--- config.mk ---
export PLATFORM = sky130hd
export DESIGN_NAME = complex_matrix_vector_mac
export DESIGN_NICKNAME = d
export VERILOG_FILES = /design/src/cmvm_pkg.sv /design/src/cmvm_front.sv /design/src/cmvm_queue.sv /design/src/cmvm_back.sv /design/src/complex_matrix_vector_mac.sv
export SDC_FILE = /design/constraint.sdc
export NUM_CORES = 2
export LEC_CHECK = 0
export ABC_AREA = 0
export BUFFER_PORTS_ARGS = -buffer_cell sky130_fd_sc_hd__buf_2
export CORE_UTILIZATION = 30
export CTS_CLUSTER_SIZE = 14
export DETAILED_ROUTE_END_ITERATION = 8
export GPL_ROUTABILITY_DRIVEN = 0
export SLEW_MARGIN = 5
export SYNTH_ARGS = -nofsm -noshare
export SYNTH_HDL_FRONTEND = slang
export SYNTH_SLANG_ARGS = --single-unit
--- constraint.sdc ---
create_clock -name clock -period 49.8 [get_ports clock]
set_input_delay 0 -clock clock [delete_from_list [all_inputs] [get_ports clock]]
set_output_delay 0 -clock clock [all_outputs]
set_load 0.02 [all_outputs]
--- src/cmvm_pkg.sv ---
// ----------------------------------------------------------------------------
// cmvm_pkg
// Shared types and constants for the complex matrix-vector MAC block.
// ----------------------------------------------------------------------------
`default_nettype none

package cmvm_pkg;

   localparam int SAMPLE_WIDTH_DEF = 16;
   localparam int ACC_WIDTH_DEF    = 48;
   localparam int QUEUE_DEPTH      = 4;

   localparam logic REG_CONJUGATE = 1'b0;
   localparam logic REG_COMBINE   = 1'b1;

   typedef enum logic [1:0] {
      COMBINE_ZERO = 2'd0,
      COMBINE_ADD  = 2'd1,
      COMBINE_SUB  = 2'd2
   } combine_mode_type;

   typedef struct packed {
      logic conjugate;
      logic use_start;
      logic subtract;
   } cfg_type;

   typedef struct packed {
      logic last;
      logic use_start;
      logic subtract;
   } item_ctl_type;

   typedef struct packed {
      logic pop;
      logic pop_last;
   } back_stat_type;

endpackage

`default_nettype wire

--- src/cmvm_front.sv ---
// ----------------------------------------------------------------------------
// cmvm_front
// Input pipeline: captures operands, applies the conjugate, forms the four
// partial products and combines them into the complex product.
// ----------------------------------------------------------------------------
`default_nettype none

module cmvm_front
   import cmvm_pkg::*;
#(
   parameter int SAMPLE_WIDTH = SAMPLE_WIDTH_DEF,
   parameter int ACC_WIDTH    = ACC_WIDTH_DEF,
   localparam int PW          = 2 * SAMPLE_WIDTH + 1
) (
   input  logic                    clock,
   input  logic                    reset,
   input  cfg_type                 cfg,
   input  logic                    in_valid,
   output logic                    in_ready,
   input  logic [SAMPLE_WIDTH-1:0] in_mat_re,
   input  logic [SAMPLE_WIDTH-1:0] in_mat_im,
   input  logic [SAMPLE_WIDTH-1:0] in_vec_re,
   input  logic [SAMPLE_WIDTH-1:0] in_vec_im,
   input  logic [ACC_WIDTH-1:0]    in_start_re,
   input  logic [ACC_WIDTH-1:0]    in_start_im,
   input  logic                    in_last,
   output logic                    out_valid,
   input  logic                    out_ready,
   output logic [PW-1:0]           out_prod_re,
   output logic [PW-1:0]           out_prod_im,
   output logic [ACC_WIDTH-1:0]    out_start_re,
   output logic [ACC_WIDTH-1:0]    out_start_im,
   output item_ctl_type            out_ctl
);

   logic en1, en2, en3;
   logic v1_ff, v2_ff, v3_ff;
   logic v1_in, v2_in, v3_in;

   logic signed [SAMPLE_WIDTH-1:0] ar_ff, xr_ff, xi_ff;
   logic signed [SAMPLE_WIDTH:0]   ai_ff, ai_in;
   logic [SAMPLE_WIDTH:0]          mat_im_x;
   logic [ACC_WIDTH-1:0]           st_re1_ff, st_im1_ff, st_re2_ff, st_im2_ff;
   logic [ACC_WIDTH-1:0]           st_re3_ff, st_im3_ff;
   item_ctl_type                   ctl1_ff, ctl2_ff, ctl3_ff;

   logic signed [PW-1:0] p_rr_ff, p_ii_ff, p_ri_ff, p_ir_ff;
   logic signed [PW-1:0] p_rr_in, p_ii_in, p_ri_in, p_ir_in;
   logic signed [PW-1:0] pr_ff, pi_ff, pr_in, pi_in;

   assign en3 = !v3_ff || out_ready;
   assign en2 = !v2_ff || en3;
   assign en1 = !v1_ff || en2;
   assign in_ready = en1;

   assign v1_in = en1 ? in_valid : v1_ff;
   assign v2_in = en2 ? v1_ff : v2_ff;
   assign v3_in = en3 ? v2_ff : v3_ff;

   always_comb begin
      mat_im_x = {in_mat_im[SAMPLE_WIDTH-1], in_mat_im};
      ai_in    = cfg.conjugate ? $signed((SAMPLE_WIDTH+1)'(0) - mat_im_x)
                               : $signed(mat_im_x);
      p_rr_in  = ar_ff * xr_ff;
      p_ii_in  = ai_ff * xi_ff;
      p_ri_in  = ar_ff * xi_ff;
      p_ir_in  = ai_ff * xr_ff;
      pr_in    = p_rr_ff - p_ii_ff;
      pi_in    = p_ri_ff + p_ir_ff;
   end

   always_ff @(posedge clock) begin
      if (reset) begin
         v1_ff <= 1'b0;
         v2_ff <= 1'b0;
         v3_ff <= 1'b0;
      end else begin
         v1_ff <= v1_in;
         v2_ff <= v2_in;
         v3_ff <= v3_in;
      end
   end

   always_ff @(posedge clock) begin
      if (en1 && in_valid) begin
         ar_ff     <= $signed(in_mat_re);
         ai_ff     <= ai_in;
         xr_ff     <= $signed(in_vec_re);
         xi_ff     <= $signed(in_vec_im);
         st_re1_ff <= in_start_re;
         st_im1_ff <= in_start_im;
         ctl1_ff   <= '{last: in_last, use_start: cfg.use_start, subtract: cfg.subtract};
      end
      if (en2 && v1_ff) begin
         p_rr_ff   <= p_rr_in;
         p_ii_ff   <= p_ii_in;
         p_ri_ff   <= p_ri_in;
         p_ir_ff   <= p_ir_in;
         st_re2_ff <= st_re1_ff;
         st_im2_ff <= st_im1_ff;
         ctl2_ff   <= ctl1_ff;
      end
      if (en3 && v2_ff) begin
         pr_ff     <= pr_in;
         pi_ff     <= pi_in;
         st_re3_ff <= st_re2_ff;
         st_im3_ff <= st_im2_ff;
         ctl3_ff   <= ctl2_ff;
      end
   end

   assign out_valid    = v3_ff;
   assign out_prod_re  = pr_ff;
   assign out_prod_im  = pi_ff;
   assign out_start_re = st_re3_ff;
   assign out_start_im = st_im3_ff;
   assign out_ctl      = ctl3_ff;

endmodule

`default_nettype wire

--- src/cmvm_queue.sv ---
// ----------------------------------------------------------------------------
// cmvm_queue
// Short register queue between the product pipeline and the accumulator.
// ----------------------------------------------------------------------------
`default_nettype none

module cmvm_queue
   import cmvm_pkg::*;
#(
   parameter int WIDTH = 8,
   parameter int DEPTH = QUEUE_DEPTH,
   localparam int AW   = (DEPTH > 1) ? $clog2(DEPTH) : 1
) (
   input  logic             clock,
   input  logic             reset,
   input  logic             in_valid,
   output logic             in_ready,
   input  logic [WIDTH-1:0] in_data,
   output logic             out_valid,
   input  logic             out_ready,
   output logic [WIDTH-1:0] out_data
);

   logic [WIDTH-1:0] entry_ff [DEPTH];
   logic [AW-1:0]    wr_ptr_ff, wr_ptr_in, rd_ptr_ff, rd_ptr_in;
   logic [AW:0]      count_ff, count_in;
   logic             push, pop;

   assign in_ready  = count_ff != (AW+1)'(DEPTH);
   assign out_valid = count_ff != '0;
   assign push      = in_valid && in_ready;
   assign pop       = out_valid && out_ready;
   assign out_data  = entry_ff[rd_ptr_ff];

   always_comb begin
      wr_ptr_in = wr_ptr_ff;
      rd_ptr_in = rd_ptr_ff;
      count_in  = count_ff;
      if (push) begin
         wr_ptr_in = (wr_ptr_ff == AW'(DEPTH - 1)) ? '0 : wr_ptr_ff + 1'b1;
      end
      if (pop) begin
         rd_ptr_in = (rd_ptr_ff == AW'(DEPTH - 1)) ? '0 : rd_ptr_ff + 1'b1;
      end
      case ({push, pop})
         2'b10:   count_in = count_ff + 1'b1;
         2'b01:   count_in = count_ff - 1'b1;
         default: count_in = count_ff;
      endcase
   end

   always_ff @(posedge clock) begin
      if (reset) begin
         wr_ptr_ff <= '0;
         rd_ptr_ff <= '0;
         count_ff  <= '0;
      end else begin
         wr_ptr_ff <= wr_ptr_in;
         rd_ptr_ff <= rd_ptr_in;
         count_ff  <= count_in;
      end
   end

   always_ff @(posedge clock) begin
      if (push) begin
         entry_ff[wr_ptr_ff] <= in_data;
      end
   end

endmodule

`default_nettype wire

--- src/cmvm_back.sv ---
// ----------------------------------------------------------------------------
// cmvm_back
// Saturating complex accumulator with the result output register.
// ----------------------------------------------------------------------------
`default_nettype none

module cmvm_back
   import cmvm_pkg::*;
#(
   parameter int SAMPLE_WIDTH = SAMPLE_WIDTH_DEF,
   parameter int ACC_WIDTH    = ACC_WIDTH_DEF,
   localparam int PW          = 2 * SAMPLE_WIDTH + 1,
   localparam int SUM_W       = ((ACC_WIDTH > PW) ? ACC_WIDTH : PW) + 1
) (
   input  logic                 clock,
   input  logic                 reset,
   input  logic                 in_valid,
   output logic                 in_ready,
   input  logic [PW-1:0]        in_prod_re,
   input  logic [PW-1:0]        in_prod_im,
   input  logic [ACC_WIDTH-1:0] in_start_re,
   input  logic [ACC_WIDTH-1:0] in_start_im,
   input  item_ctl_type         in_ctl,
   output logic                 rsp_valid,
   input  logic                 rsp_ready,
   output logic [ACC_WIDTH-1:0] rsp_sum_re,
   output logic [ACC_WIDTH-1:0] rsp_sum_im,
   output logic                 rsp_saturated,
   output back_stat_type        stat
);

   logic                 first_ff, first_in;
   logic                 sat_ff, sat_in;
   logic [ACC_WIDTH-1:0] acc_re_ff, acc_re_in, acc_im_ff, acc_im_in;
   logic                 rsp_valid_ff, rsp_valid_in;
   logic [ACC_WIDTH-1:0] sum_re_ff, sum_im_ff;
   logic                 sum_sat_ff;
   logic [ACC_WIDTH-1:0] base_re, base_im;
   logic [ACC_WIDTH:0]   step_re, step_im;
   logic                 pop;

   function automatic logic [ACC_WIDTH:0] acc_step(input logic [ACC_WIDTH-1:0] base,
                                                   input logic [PW-1:0] d,
                                                   input logic sub);
      logic [SUM_W-1:0]         a_x, d_x, s;
      logic [SUM_W-ACC_WIDTH:0] top;
      logic                     ovf;
      logic [ACC_WIDTH-1:0]     value;
      a_x   = {{(SUM_W-ACC_WIDTH){base[ACC_WIDTH-1]}}, base};
      d_x   = {{(SUM_W-PW){d[PW-1]}}, d};
      s     = sub ? a_x - d_x : a_x + d_x;
      top   = s[SUM_W-1:ACC_WIDTH-1];
      ovf   = !((&top) || !(|top));
      value = s[ACC_WIDTH-1:0];
      if (ovf) begin
         value = s[SUM_W-1] ? {1'b1, {(ACC_WIDTH-1){1'b0}}}
                            : {1'b0, {(ACC_WIDTH-1){1'b1}}};
      end
      return {ovf, value};
   endfunction

   assign in_ready = !in_ctl.last || !rsp_valid_ff || rsp_ready;
   assign pop      = in_valid && in_ready;

   always_comb begin
      base_re = acc_re_ff;
      base_im = acc_im_ff;
      if (first_ff) begin
         base_re = in_ctl.use_start ? in_start_re : '0;
         base_im = in_ctl.use_start ? in_start_im : '0;
      end
      step_re   = acc_step(base_re, in_prod_re, in_ctl.subtract);
      step_im   = acc_step(base_im, in_prod_im, in_ctl.subtract);
      acc_re_in = acc_re_ff;
      acc_im_in = acc_im_ff;
      sat_in    = sat_ff;
      first_in  = first_ff;
      if (pop) begin
         acc_re_in = step_re[ACC_WIDTH-1:0];
         acc_im_in = step_im[ACC_WIDTH-1:0];
         sat_in    = (sat_ff && !first_ff) || step_re[ACC_WIDTH] || step_im[ACC_WIDTH];
         first_in  = in_ctl.last;
      end
      if (pop && in_ctl.last) begin
         rsp_valid_in = 1'b1;
      end else begin
         rsp_valid_in = rsp_valid_ff && !rsp_ready;
      end
   end

   always_ff @(posedge clock) begin
      if (reset) begin
         first_ff     <= 1'b1;
         sat_ff       <= 1'b0;
         acc_re_ff    <= '0;
         acc_im_ff    <= '0;
         rsp_valid_ff <= 1'b0;
      end else begin
         first_ff     <= first_in;
         sat_ff       <= sat_in;
         acc_re_ff    <= acc_re_in;
         acc_im_ff    <= acc_im_in;
         rsp_valid_ff <= rsp_valid_in;
      end
   end

   always_ff @(posedge clock) begin
      if (pop && in_ctl.last) begin
         sum_re_ff  <= acc_re_in;
         sum_im_ff  <= acc_im_in;
         sum_sat_ff <= sat_in;
      end
   end

   assign rsp_valid     = rsp_valid_ff;
   assign rsp_sum_re    = sum_re_ff;
   assign rsp_sum_im    = sum_im_ff;
   assign rsp_saturated = sum_sat_ff;
   assign stat          = '{pop: pop, pop_last: pop && in_ctl.last};

endmodule

`default_nettype wire

--- src/complex_matrix_vector_mac.sv ---
// ----------------------------------------------------------------------------
// complex_matrix_vector_mac
// Streaming complex multiply-accumulate for matrix-vector products.
//
// Each req transaction carries one matrix element and one vector element in
// Q1.15, the start value of the run and tlast on the final term of a run.
// The product, conjugated on the matrix side when enabled, is added to or
// subtracted from a saturating 48-bit complex accumulator in Q18.30.
// The rsp transaction carries the finished sum and a saturation flag.
// One term is accepted every cycle while req_tready is high; the rate is
// set by the accumulator adder loop. When the receiver stalls, the result
// waits in the output register while terms keep flowing through the
// product pipeline and the queue; req_tready drops only once the queue
// and the three product pipeline stages are full. Reset empties the
// pipeline and queue, starts a new run and clears the configuration.
// The user writes configuration through csr_ only while no run is in
// flight; the block itself does not enforce this.
// ----------------------------------------------------------------------------
`default_nettype none

module complex_matrix_vector_mac
   import cmvm_pkg::*;
#(
   parameter int SAMPLE_WIDTH = SAMPLE_WIDTH_DEF,
   parameter int ACC_WIDTH    = ACC_WIDTH_DEF,
   localparam int REQ_DATA_W  = ((4 * SAMPLE_WIDTH + 2 * ACC_WIDTH) + 7) / 8 * 8,
   localparam int RSP_DATA_W  = ((2 * ACC_WIDTH) + 7) / 8 * 8
) (
   input  logic                  clock,
   input  logic                  reset,
   input  logic                  req_tvalid,
   output logic                  req_tready,
   // mat_re, mat_im, vec_re, vec_im, start_re, start_im
   input  logic [REQ_DATA_W-1:0] req_tdata,
   input  logic                  req_tlast,
   output logic                  rsp_tvalid,
   input  logic                  rsp_tready,
   // sum_re, sum_im
   output logic [RSP_DATA_W-1:0] rsp_tdata,
   // saturated
   output logic                  rsp_tuser,
   input  logic                  csr_we,
   input  logic                  csr_addr,
   input  logic [1:0]            csr_wdata
);

   localparam int SW  = SAMPLE_WIDTH;
   localparam int PW  = 2 * SAMPLE_WIDTH + 1;
   localparam int QW  = 2 * PW + 2 * ACC_WIDTH + $bits(item_ctl_type);

   logic          conj_ff;
   logic [1:0]    mode_ff;
   cfg_type       cfg;

   logic                 f_valid, f_ready;
   logic [PW-1:0]        f_prod_re, f_prod_im;
   logic [ACC_WIDTH-1:0] f_start_re, f_start_im;
   item_ctl_type         f_ctl;

   logic                 q_valid, q_ready;
   logic [QW-1:0]        q_in_data, q_out_data;
   logic [PW-1:0]        q_prod_re, q_prod_im;
   logic [ACC_WIDTH-1:0] q_start_re, q_start_im;
   item_ctl_type         q_ctl;

   logic [ACC_WIDTH-1:0] sum_re, sum_im;
   back_stat_type        stat;

   always_ff @(posedge clock) begin
      if (reset) begin
         conj_ff <= 1'b0;
         mode_ff <= COMBINE_ZERO;
      end else if (csr_we) begin
         case (csr_addr)
            REG_CONJUGATE: conj_ff <= csr_wdata[0];
            REG_COMBINE:   mode_ff <= csr_wdata;
            default:       conj_ff <= conj_ff;
         endcase
      end
   end

   always_comb begin
      cfg.conjugate = conj_ff;
      case (combine_mode_type'(mode_ff))
         COMBINE_ADD: begin
            cfg.use_start = 1'b1;
            cfg.subtract  = 1'b0;
         end
         COMBINE_SUB: begin
            cfg.use_start = 1'b1;
            cfg.subtract  = 1'b1;
         end
         default: begin
            cfg.use_start = 1'b0;
            cfg.subtract  = 1'b0;
         end
      endcase
   end

   cmvm_front #(
      .SAMPLE_WIDTH (SAMPLE_WIDTH),
      .ACC_WIDTH    (ACC_WIDTH)
   ) u_front (
      .clock        (clock),
      .reset        (reset),
      .cfg          (cfg),
      .in_valid     (req_tvalid),
      .in_ready     (req_tready),
      .in_mat_re    (req_tdata[SW-1:0]),
      .in_mat_im    (req_tdata[2*SW-1:SW]),
      .in_vec_re    (req_tdata[3*SW-1:2*SW]),
      .in_vec_im    (req_tdata[4*SW-1:3*SW]),
      .in_start_re  (req_tdata[4*SW+ACC_WIDTH-1:4*SW]),
      .in_start_im  (req_tdata[4*SW+2*ACC_WIDTH-1:4*SW+ACC_WIDTH]),
      .in_last      (req_tlast),
      .out_valid    (f_valid),
      .out_ready    (f_ready),
      .out_prod_re  (f_prod_re),
      .out_prod_im  (f_prod_im),
      .out_start_re (f_start_re),
      .out_start_im (f_start_im),
      .out_ctl      (f_ctl)
   );

   assign q_in_data = {f_ctl, f_start_im, f_start_re, f_prod_im, f_prod_re};

   cmvm_queue #(
      .WIDTH     (QW),
      .DEPTH     (QUEUE_DEPTH)
   ) u_queue (
      .clock     (clock),
      .reset     (reset),
      .in_valid  (f_valid),
      .in_ready  (f_ready),
      .in_data   (q_in_data),
      .out_valid (q_valid),
      .out_ready (q_ready),
      .out_data  (q_out_data)
   );

   assign {q_ctl, q_start_im, q_start_re, q_prod_im, q_prod_re} = q_out_data;

   cmvm_back #(
      .SAMPLE_WIDTH  (SAMPLE_WIDTH),
      .ACC_WIDTH     (ACC_WIDTH)
   ) u_back (
      .clock         (clock),
      .reset         (reset),
      .in_valid      (q_valid),
      .in_ready      (q_ready),
      .in_prod_re    (q_prod_re),
      .in_prod_im    (q_prod_im),
      .in_start_re   (q_start_re),
      .in_start_im   (q_start_im),
      .in_ctl        (q_ctl),
      .rsp_valid     (rsp_tvalid),
      .rsp_ready     (rsp_tready),
      .rsp_sum_re    (sum_re),
      .rsp_sum_im    (sum_im),
      .rsp_saturated (rsp_tuser),
      .stat          (stat)
   );

   assign rsp_tdata = RSP_DATA_W'({sum_im, sum_re});

   a_result_follows_last: assert property (@(posedge clock) disable iff (reset)
      stat.pop_last |=> rsp_tvalid)
      else $error("finished run did not raise rsp_tvalid");

   a_result_has_source: assert property (@(posedge clock) disable iff (reset)
      $rose(rsp_tvalid) |-> $past(stat.pop_last))
      else $error("rsp_tvalid rose without a finished run");

   a_no_overwrite: assert property (@(posedge clock) disable iff (reset)
      (rsp_tvalid && !rsp_tready) |-> !stat.pop_last)
      else $error("waiting result overwritten");

endmodule

`default_nettype wire

* Word-level counts from Yosys, hierarchy flattened
Memories as Yosys holds them, arrays and structs flattened. A register that Yosys moved wholly into a read port is not among the register bits.
Index checks and enable logic that the tools add are counted.
** Storage, ports and cells
- Memories kept :: 1
- Latch bits :: 0
- Output and inout bits :: 99
- Memory bits (read-only) :: 0
- Word-level logic and storage cells :: 124
- Flip-flop bits (word level) :: 769
- Bits in writable memories :: 660
- Bits of input ports :: 169
** Memory list
- u_queue.entry_ff :: depth 4, bits a word 165, read ports 1, clocked after memory_dff 1, write ports 1, line cmvm_queue.sv:24 : logic [WIDTH-1:0] entry_ff [DEPTH];
** Operators by class
- Div/mod/pow operators :: 0
- Shift operators :: 0
- Bitwise operators :: 1
- Reductions and logical operators :: 36
- Multiply operators :: 4
- Magnitude comparators :: 0
- Add/subtract/negate cells :: 11
- Eq/ne operators :: 7
- Muxes and demuxes :: 23
** Operators by type and width (number)
- $mux 48 :: 10
- $add 48x33->49 :: 2
- $mux 49 :: 2
- $sub 48x33->49 :: 2
- $mul 17x16->33 :: 2
- $mul 16x16->32 :: 2
- $add 33x33->33 :: 1
- $sub 33x33->33 :: 1
- $mux 17 :: 1
- $sub 1x16->17 const A :: 1
- $logic_not 1->1 :: 11
- $logic_or 1x1->1 :: 9
- $eq 2x2->1 const B :: 4
- $logic_and 1x1->1 :: 8
- $mux 2 :: 4
- $reduce_and 2->1 :: 4
- $pmux 3 s2 :: 1
- $add 2x1->2 const B :: 2
- $eq 2x1->1 const B :: 2
- $mux 1 :: 4
- $pmux 2 s2 :: 1
- $reduce_or 2->1 :: 2
- $add 3x1->3 const B :: 1
- $ne 3x3->1 const B :: 1
- other kinds (4) :: 4

* Longest topological paths before layout
- Depth in word-level cells :: 11
- Depth in mapped cells :: 32
- Mapped depth without buffers :: 24

* Cells and area by module
A second synthesis with hierarchy kept.
** Second synthesis, totals
- Cells, all modules :: 8661
- Area, all modules :: 101843.9 um2
** By module, submodules not included
- cmvm_front :: instances 1, seq. area each 16816.1 um2, cells an instance 5586, area an instance 60854.6 um2
- cmvm_queue :: instances 1, seq. area each 19999.2 um2, cells an instance 914, area an instance 24437.2 um2
- cmvm_back :: instances 1, seq. area each 4894.7 um2, cells an instance 2145, area an instance 16403.2 um2
- complex_matrix_vector_mac :: instances 1, seq. area each 60.1 um2, cells an instance 16, area an instance 148.9 um2

* Worst setup path after synthesis
OpenSTA, ideal clock, no wires.
- Path type :: register to register
- From :: register u_queue.count_ff[0]
- To :: register u_front.ctl2_ff[0] (netlist name), enable pin
- Path buffers :: 1
- Data arrival time :: 17.228 ns
- Data required time :: 48.631 ns
- Stages on the path, launching flop included :: 5
- Clock period less this slack :: 18.397 ns
- Setup time :: 1.169 ns
- Path slack :: 31.403 ns
- Path through :: dfxtp_1 > nor2_1 > and3_1 > clkbuf_1 > a21boi_0
** Between the ends
- Cells in the longest elaborated chain, start to end :: 4
** Ends and longest elaborated chain
- start: declaration :: line cmvm_queue.sv:26 : logic [AW:0] count_ff, count_in;
- start signal: assignment :: line cmvm_queue.sv:60 : count_ff <= count_in;
- $ne 3x3->1 :: line cmvm_queue.sv:29 : assign in_ready = count_ff != (AW+1)'(DEPTH);
- $logic_or 1x1->1 :: line cmvm_front.sv:51 : assign en3 = !v3_ff || out_ready;
- $logic_or 1x1->1 :: line cmvm_front.sv:52 : assign en2 = !v2_ff || en3;
- $logic_and 1x1->1 :: line cmvm_front.sv:94 : if (en2 && v1_ff) begin
- end signal: assignment :: line cmvm_front.sv:101 : ctl2_ff <= ctl1_ff;
- end: declaration :: line cmvm_front.sv:45 : item_ctl_type ctl1_ff, ctl2_ff, ctl3_ff;
Every way passes these cells.
A chain may end at the register's enable or synchronous reset.

==> impl_results.rst <==
.. list-table::
   :header-rows: 1

   * - Metric
     - Value
   * - Die Footprint
     - around 340,000 um2
   * - Post-CTS setup buffers
     - 0
   * - Cell chain of the critical path
     - buf_4, buf_4, mux4_2, nor4_1, nand2_1, nor2_1, nand2_1, or2_2, o41ai_1, xor2_1, ha_1, nand3_1, nor2_1, a221o_1, nor4_1, a211oi_1, a211oi_1, o31ai_1, xnor2_4, buf_4, maj3_1, a21oi_1, nor2b_1
   * - Yosys top cell by area
     - sky130_fd_sc_hd__edfxtp_1
   * - Startpoint types
     - flip-flop
   * - Relative max-transition margin
     - 23.1%
   * - Clock skew
     - just over 0.08 ns
   * - DRT met1 WL
     - ~120 mm
   * - Global-route wire length before repair
     - 394 mm
   * - Total met3 wirelength after detailed routing
     - about 19 mm
   * - Initial cell density of the core
     - roughly 30%
   * - Yosys top cell area share
     - slightly below 40%
   * - Worst-path fanout max
     - 42
   * - Metal2 WL
     - roughly 110 mm
   * - Sum of net half-perimeters after detailed placement
     - about 180 mm
   * - Syn Std Cell Area
     - 101,000 um2
   * - Count of input and output buffers
     - about 270
   * - Clock transition at the register clock pins on the worst setup and hold paths after CTS
     - about 0.060 ns
   * - CP dominant cell by count
     - sky130_fd_sc_hd__buf_4
   * - Net count after synthesis
     - approximately 10k
   * - Maximum achievable frequency
     - between 100 and 150 MHz
   * - WL per Instance
     - 18.5 um
   * - Per-cell via count in the routed design
     - between 4 and 5
   * - Largest stage delay, worst path
     - ~0.78 ns
   * - Crit. End Element
     - flip-flop
   * - Syn avg cell area
     - between 10 and 15 um2
   * - I/O pins
     - roughly 270
   * - Core area
     - between 300,000 and 400,000 um2
   * - Share of cell area taken by muxes after synthesis
     - between 3 and 4%
   * - Height of the chip
     - around 580 um
   * - Worst path arrival time
     - around 9 ns
   * - CTS Root Buffer Type
     - sky130_fd_sc_hd__clkbuf_16
   * - Critical-path top delay cell
     - sky130_fd_sc_hd__buf_4
   * - Final number of hold-violating endpoints
     - 0
   * - Number of synthesized register bits
     - 1,429
   * - Unrepaired setup endpoints after global routing
     - no
   * - Number of distinct library cells after synthesis
     - between 80 and 90
   * - Req. time, crit path
     - ~50 ns
   * - CTS H-tree depth
     - 4
   * - Nets
     - ~11k
   * - Cells after synthesis
     - around 8.5k
   * - Buffer depth of the longest clock path
     - 4
   * - Combinational family with the most area after synthesis
     - adder cells
   * - Asr flop ratio synth
     - 0%
   * - Post-detailed-placement cell area
     - roughly 110,000 um2
   * - Adder and majority gate portion of the synthesized area
     - between 20% and 30%
   * - Final instance count without filler cells
     - 13.5k
   * - Placement Rows
     - about 210
   * - Detailed Routing Iterations Pass 1
     - 6
   * - Final setup fails
     - 0
   * - Top FF cell, synth
     - sky130_fd_sc_hd__edfxtp_1
   * - Area grow syn2layout
     - 15.0%
   * - Most used standard cell by instance count after synthesis
     - sky130_fd_sc_hd__inv_1
   * - Actual slew at the worst max-slew pin
     - between 1 and 1.5 ns
   * - Via count of the routed design
     - between 60k and 70k
   * - Final period utilization
     - 17.1%
   * - Kind of critical path
     - flip-flop to flip-flop
   * - Die width
     - 581 um
   * - Total clock sinks
     - 1,429
   * - Synth Area in XOR/XNOR
     - 3.24%
   * - Fraction of layout cells with a size suffix above 1
     - a little under a tenth
   * - Simple-gate share of the synthesized area
     - under 10%
   * - Worst min-delay path class
     - input port to flip-flop
   * - Top cell types by occurrence after synthesis
     - sky130_fd_sc_hd__inv_1 (1,392), sky130_fd_sc_hd__edfxtp_1 (1,315), sky130_fd_sc_hd__fa_1 (1,081)
   * - Clock latency at the later pin of the worst-skew pair
     - about 0.86 ns
   * - Non-Filler Cell Area, Final
     - about 120,000 um2
   * - Clock tree from TritonCTS
     - done
   * - Iter 0 DRT Violations
     - a little under 5k
   * - Total placed cells including tap cells
     - 12.9k
   * - Share of synthesized area occupied by flip-flops and latches
     - between 40% and 50%
   * - Hold Crit Start
     - req_tdata[10]
   * - Grt ovf
     - 0
   * - Number of CTS-inserted buffers
     - ~170
   * - Gr usage total
     - approximately 15%
   * - Final critical delay including setup and external delays
     - 8.51 ns
   * - Remaining routing DRC violations
     - 0
   * - Result of the run
     - finished, final reports clean
   * - Synth Area in Compound Gates
     - approximately 6.8%
   * - Total wire length after detailed routing
     - 251 mm
   * - Max-cap violations
     - 0
   * - Highest metal used
     - met5
   * - Largest net degree at the start of global routing
     - 130
   * - Yosys warning count
     - 0
   * - Post-synth EDFFs
     - roughly 1.3k
   * - Final-report max-slew violation count
     - 0
   * - Main area contributors after synthesis
     - sky130_fd_sc_hd__edfxtp_1 (39%), sky130_fd_sc_hd__fa_1 (22%), sky130_fd_sc_hd__ha_1 (6.2%)
   * - Number of nets still failing antenna checks after routing
     - 0
   * - Number of antenna violations at the first check in global routing
     - 13
   * - Via count of the first global-routing pass
     - 68.0k
   * - Setup TNS
     - 0 ns
==> flip-flops by register name, summed over array words and instances (netlist names), 48 cells and up, named ones only <==
signal and cells:
u_back.acc_re_ff 48, u_front.st_re2_ff 48, u_back.acc_im_ff 48, u_front.st_im2_ff 48, u_back.rsp_sum_im 48, u_front.out_start_im 48
u_queue.entry_ff 660, u_front.out_start_re 48, u_back.rsp_sum_re 48, u_front.st_re1_ff 48, u_front.st_im1_ff 48
==> metrics by stage <==
step	hold slack (ns)	util (%)	worst slack, ns
after floorplan	0.0989	-	31.40
after global placement	0.178	32.1	41.42
after detailed placement	0.178	32.1	41.25
after CTS	0.00680	34.7	41.20
after global routing	0.0320	34.7	40.48
final	0.0239	34.7	41.29
==> cell type report <==
class                      count  area, um2
timing repair buffer         725       5710
clock buffer                 206       4330
sequential                  1429      41800
clock inverter                85        870
multi-input combinational   5318      52300
antenna                        1       2.50
fill                       32600     218000
inverter                    1393       5230
tap                         4387       5490
==> cell families after synthesis <==
family,after synthesis
xor gates and xnor gates,370
adders and majority gates,1621
AOI/OAI and AO/OA,1119
DFF,1429
muxes,181
and+or+nand+nor,2027
buffers and inverters,1745
==> final timing paths <==
path / end / slack, ns / cells after the start
hold reg to reg: u_front.out_start_re[13] / 0.39 / 0
hold / removal: u_front.ar_ff[10] / 0.02 / 2
setup reg to reg: u_back.acc_im_ff[19] / 41.29 / 23
setup / recovery: u_back.acc_im_ff[19] / 41.29 / 23
==> worst max-delay path, delay by kind of cell (launching register included) <==
| family | cells | cell delay, ns |
|---|---|---|
| buffers and inverters | 3 | 1.88 |
| muxes | 1 | 0.63 |
| DFF | 1 | 0.69 |
| AOI/OAI and AO/OA | 6 | 1.83 |
| adders and majority gates | 2 | 0.60 |
| and+or+nand+nor | 9 | 1.88 |
| xor gates and xnor gates | 2 | 0.75 |
==> placed cells by master (no fill, tap or decap), types with 77 or more instances in the layout <==
master / n
sky130_fd_sc_hd__xor2_1: 97
sky130_fd_sc_hd__xnor2_1: 269
sky130_fd_sc_hd__buf_4: 106
sky130_fd_sc_hd__ha_1: 502
sky130_fd_sc_hd__inv_1: 1390
sky130_fd_sc_hd__nand2_1: 664
sky130_fd_sc_hd__clkbuf_16: 165
sky130_fd_sc_hd__a21oi_1: 383
sky130_fd_sc_hd__o21ai_0: 277
sky130_fd_sc_hd__a21o_1: 142
sky130_fd_sc_hd__mux4_2: 161
sky130_fd_sc_hd__buf_2: 266
sky130_fd_sc_hd__nand3_1: 138
sky130_fd_sc_hd__nor2b_1: 77
sky130_fd_sc_hd__edfxtp_1: 1315
sky130_fd_sc_hd__dfxtp_1: 111
sky130_fd_sc_hd__fa_1: 1081
sky130_fd_sc_hd__and2_1: 521
sky130_fd_sc_hd__dlygate4sd3_1: 348
sky130_fd_sc_hd__nor2_1: 349
==> routing by layer <==
layer / vias to the layer above / GRT usage [%]
met2: 2217 / 23.0
met4: 4 / 3.31
li1: 29300 / -
met3: 314 / 2.75
met1: 33100 / 21.5
met5: - / 0
==> what timing repair did <==
action | CTS | global route
hold buffers | 348 | 0
resized for setup | 0 | 0
endpoints found under the hold margin | 249 | 0
Power is left out: the tool's default activity adds up to more than one toggle a clock period on the data nets, which glitch-free logic cannot reach.
